==> config.mk <==
export PLATFORM = sky130hd
export DESIGN_NAME = etp_ctrl
export DESIGN_NICKNAME = d
export VERILOG_FILES = /design/src/design/etp_pkg.sv /design/src/design/etp_ctrl.sv
export SDC_FILE = /design/constraint.sdc
export NUM_CORES = 1
export LEC_CHECK = 0
export BUFFER_PORTS_ARGS = -buffer_cell sky130_fd_sc_hd__buf_2
export CAP_MARGIN = 40
export CORE_AREA = 5 5 42 44
export DETAILED_ROUTE_END_ITERATION = 10
export DIE_AREA = 0 0 47 49
export PLACE_DENSITY = 0.41
export SLEW_MARGIN = 25
export SYNTH_ARGS = -nofsm -noshare
export SYNTH_HDL_FRONTEND = slang
export SYNTH_SLANG_ARGS = --single-unit
==> constraint.sdc <==
create_clock -name clk -period 1.3 [get_ports clk]
set_input_delay 0.195 -clock clk [delete_from_list [all_inputs] [get_ports clk]]
set_output_delay 0.195 -clock clk [all_outputs]
set_load 0.01 [all_outputs]
==> src/design/etp_pkg.sv <==
// Shared types and constants of the exclusive time profiler.
package etp_pkg;

  localparam int ID_W     = 8;
  localparam int MODE_W   = 2;
  localparam int EVT_W    = 32;
  localparam int TOTAL_W  = 48;
  localparam int STATUS_W = 2;

  localparam logic [MODE_W-1:0] MODE_START = 2'd0;
  localparam logic [MODE_W-1:0] MODE_END   = 2'd1;

  typedef enum logic [STATUS_W-1:0] {
    ST_OK        = 2'd0,
    ST_STACK_OVF = 2'd1,
    ST_STACK_UNF = 2'd2,
    ST_TOTAL_OVF = 2'd3
  } status_t;

  typedef enum logic [2:0] {
    S_CLEAR,
    S_IDLE,
    S_READ,
    S_END_DUR,
    S_END_ADD,
    S_END_SUB
  } state_t;

  typedef struct packed {
    logic clr_wr;
    logic accept;
    logic load_rd;
    logic end_dur;
    logic end_add;
    logic end_commit;
  } ctrl_cmd_t;

  typedef struct packed {
    logic clr_last;
    logic end_go;
  } dp_stat_t;

endpackage

==> src/design/etp_ctrl.sv <==
// Sequencer of the exclusive time profiler: handshakes and datapath commands.
module etp_ctrl (
  input  logic                clk,
  input  logic                rst,
  input  logic                in_valid,
  output logic                in_ready,
  output logic                out_valid,
  input  logic                out_ready,
  input  etp_pkg::dp_stat_t   st,
  output etp_pkg::ctrl_cmd_t  cmd
);
  import etp_pkg::*;

  state_t state;
  state_t state_next;
  logic   out_valid_next;
  logic   out_free;

  assign out_free = !out_valid || out_ready;
  assign in_ready = (state == S_IDLE);

  always_ff @(posedge clk) begin
    if (rst) begin
      state     <= S_CLEAR;
      out_valid <= 1'b0;
    end else begin
      state     <= state_next;
      out_valid <= out_valid_next;
    end
  end

  always_comb begin
    state_next     = state;
    out_valid_next = out_valid && !out_ready;
    cmd            = '0;
    unique case (state)
      S_CLEAR: begin
        cmd.clr_wr = 1'b1;
        if (st.clr_last) begin
          state_next = S_IDLE;
        end
      end
      S_IDLE: begin
        if (in_valid) begin
          cmd.accept = 1'b1;
          state_next = st.end_go ? S_END_DUR : S_READ;
        end
      end
      S_READ: begin
        if (out_free) begin
          cmd.load_rd    = 1'b1;
          out_valid_next = 1'b1;
          state_next     = S_IDLE;
        end
      end
      S_END_DUR: begin
        cmd.end_dur = 1'b1;
        state_next  = S_END_ADD;
      end
      S_END_ADD: begin
        cmd.end_add = 1'b1;
        state_next  = S_END_SUB;
      end
      S_END_SUB: begin
        if (out_free) begin
          cmd.end_commit = 1'b1;
          out_valid_next = 1'b1;
          state_next     = S_IDLE;
        end
      end
      default: begin
        state_next = S_CLEAR;
      end
    endcase
  end

endmodule

# Word-level counts from Yosys, hierarchy flattened
# Cells that the tools add are included.
dict set report totals {
  register_bits 4
  inputBits 6
}
dict set report op_classes {
  reduce_logical 7
  n_eq_ne 8
  muxes 15
}
# op n
set ops {}
lappend ops {{$pmux W3 S5} 1}
lappend ops {{$mux W1} 11}
lappend ops {{$mux W3} 3}
lappend ops {{$eq A3 B2 Y1 const B} 2}
lappend ops {{$eq A3 B3 Y1 const B} 2}
lappend ops {{$ne A2 B2 Y1 const B} 2}
lappend ops {{$eq A3 B1 Y1 const B} 1}
lappend ops {{$logic_not A3 Y1} 1}
lappend ops {{$reduce_and A3 Y1} 1}
lappend ops {{$logic_not A1 Y1} 2}
lappend ops {{$ne A2 B1 Y1 const B} 1}
lappend ops {{$reduce_or A2 Y1} 1}
lappend ops {{$logic_and A1 B1 Y1} 1}
lappend ops {{$logic_or A1 B1 Y1} 1}

# Depth between registers and ports, before layout
dict set report depth {
  word_depth 4
  depth_mapped 3
  ltp_nobuf 3
}

# Least setup slack after synthesis
# OpenSTA, ideal clock, no wires.
dict set report synth_path {
  path_type {reg2out}
  from {reg state[0]}
  to {out cmd[4] (netlist name)}
  t_arrival_ns 0.893
  path_slack_ns 0.212
  stages_incl_launch_ff 4
  n_path_buf 0
  path_cell_list {dfxtp_1 nand2b_1 nor2_1 and2_1}
}
# item line_no
set synth_lines {}
lappend synth_lines {{from (decl)} etp_ctrl.sv:14} ;# state_t state;
lappend synth_lines {{from (signal assigned)} etp_ctrl.sv:27} ;# state <= state_next;
lappend synth_lines {{to (decl)} etp_ctrl.sv:10} ;# output etp_pkg::ctrl_cmd_t cmd

==> metrics <==
status complete, but fails checks; failing checks negative setup slack; most frequent cells in the layout buf_2, inv_1, nand3_1, clkbuf_4, dfxtp_4; clock latency on the worst-skew pair between 200 and 250 ps; sequential share of the synthesized area 34.8%; synthesized instance count 32; Post-DP HPWL roughly 500 um; Slew Viols, Final 0; CTS tree yes; Initial Utilization 16.4%; die area around 2300 um^2; post-synth top area share a little over a third; H-tree levels 1; CTS max path bufs 2; final critical-path required period between 1000 and 1500 ps; synth warn 0; post-route ant nets 0; largest cells by area after synthesis dfxtp_1, nand3_1, inv_1; RSZ-0062 raised after global routing yes; IO Port Bufs 13; Die W approximately 47 um; Worst Hold Class input pin to flop; final WL 666 um; # DRC 0; CP Class flop to primary output; Final Instance Area ~380 um^2; RR Startpoint state[2]$_SDFFE_PP0P_; root buf cell clkbuf_4; Setup TNS Final -18.6 ps; global route hottest layer met1; skew final roughly 4.0 ps; area leader, netlist dfxtp_1; Fin. Hold Viols 0; Final nets 58; Rows 14; TritonCTS buffer count 3; CTS clk-pin slew, worst paths 40 ps; GRT overflow 0; core area between 1000 and 1500 um^2; largest net degree at the start of global routing 9; maximum vdd drop approximately 0.00040 V; worst setup path start state[2]$_SDFFE_PP0P_; Power Dens Cells 962 nW/um^2; syn_area_per_cell approximately 7.2 um^2; GP Congestion approximately 0.68; Netlist cell types 18; # IOs 14; Final Non-Filler Cells 66; setup violators final 1; Sink Count 4; final period utilization 101%; Max Clk Rate 758 MHz; hold_buf cts 0; Slew @ Worst Pin approximately 200 ps; first-pass GRT wire length approximately 1100 um; initial antenna violation count 0; TritonRoute pass-1 iters 4; post-synthesis net count 38; dpl cells 61; share of layout cells above drive strength 1 52.0%; Max-slew headroom between 80% and 90%; Worst setup EP type primary output; ANT cells 0; area grow syn2layout 64.7%; Synth Cell Area between 200 and 250 um^2; flop and latch count out of synthesis 4; routed length per placed instance roughly 10 um; met3 usage just under 6%; met2 usage 7.69%; # fillers between 150 and 200; routed vias about 270; total power about 360 uW; Leak between 0.15 and 0.2 nW; Final Worst Setup Slack -18.6 ps; Arrival @ worst endpoint approximately 1100 ps; 1st-iter DRT viols 7; Post-DP Area around 320 um^2; CP startpoint kind flop; Crit path required time between 1000 and 1500 ps; most common cell after layout, fill and taps aside buf_2; vias per inst around 4.1; overall routing resource usage just under 7%; CP max FO 5; Die Y 49 um; vias in the first global route between 200 and 300; max-cap viol count 0; met1 usage a little under a tenth; HP Start rst
[state kept, by name, summed over array words and instances (netlist names)]
register and cells:
state 3, out_valid 1
[metrics by stage]
| step | utilization (%) | hold slack [ps] | worst slack (ps) |
|---|---|---|---|
| 2_1_floorplan | - | 264 | 212 |
| 3_3_place_gp | 22.5 | 439 | 124 |
| 3_5_place_dp | 22.5 | 428 | 141 |
| 4_1_cts | 25.1 | 170 | -11.8 |
| 5_1_grt | 27.1 | 185 | -56.2 |
| 6_report | 27.1 | 173 | -18.6 |
[Yosys cell counts, drive strengths merged]
master  n
nand2b  2
and2    2
nor3b   1
o21ai   1
or3     1
nand2   2
a31oi   1
a211oi  1
nor3    2
nand3   3
a21oi   1
inv     4
dfxtp   4
nor2b   2
o22ai   1
and3    1
nor2    2
or2     1
[per-layer routing]
layer / vias up / share of wire, %
li1: 146 / -
met3: 0 / 15
met1: 108 / 48
met5: - / 0
met2: 17 / 36
met4: 0 / 0
[timing repair]
item / CTS / global route
setup buffers: 0 / 2
setup endpoints to repair: 4 / 5
gates resized for setup: 5 / 5
[worst paths after layout]
kind / end / slack (ps) / depth (start not counted)
max reg2reg: state[2]$_SDFFE_PP0P_ / 270 / 4
min: state[2]$_SDFFE_PP0P_ / 170 / 2
min reg2reg: out_valid$_SDFF_PP0_ / 550 / 2
max: cmd[2] / -20 / 4
[cells by family (layout without fill, tap and decap cells)]
family	Yosys count	after routing	share of synthesized area [%]
flip-flops	4	4	34.8
AO/OA/AOI/OAI	5	5	13.0
buffers and inverters	4	22	6.52
AND/OR/NAND/NOR	19	19	45.7
[cell type report]
| class | instances | area, um^2 | area share (%) |
|---|---|---|---|
| sequential | 4 | 91.3 | 24.1 |
| clock buffer | 3 | 22.5 | 5.94 |
| tap | 16 | 20.0 | 5.28 |
| inverter | 4 | 15.0 | 3.96 |
| timing repair buffer | 15 | 80.1 | 21.1 |
| multi-input combinational | 24 | 150 | 39.6 |
[critical path: stages, from the launching register on]
cell and delay (ps):
dfxtp_4 350, nand2b_4 140, or2_1 220, inv_1 50
buf_2 120
[power breakdown]
| group | leakage, nW | switching [mW] | internal (mW) |
|---|---|---|---|
| combinational | 0.137 | 0.0337 | 0.0354 |
| clock | 0.0138 | 0.0503 | 0.103 |
| sequential | 0.0348 | 0.0139 | 0.128 |
(Power assumes the default switching activity.)
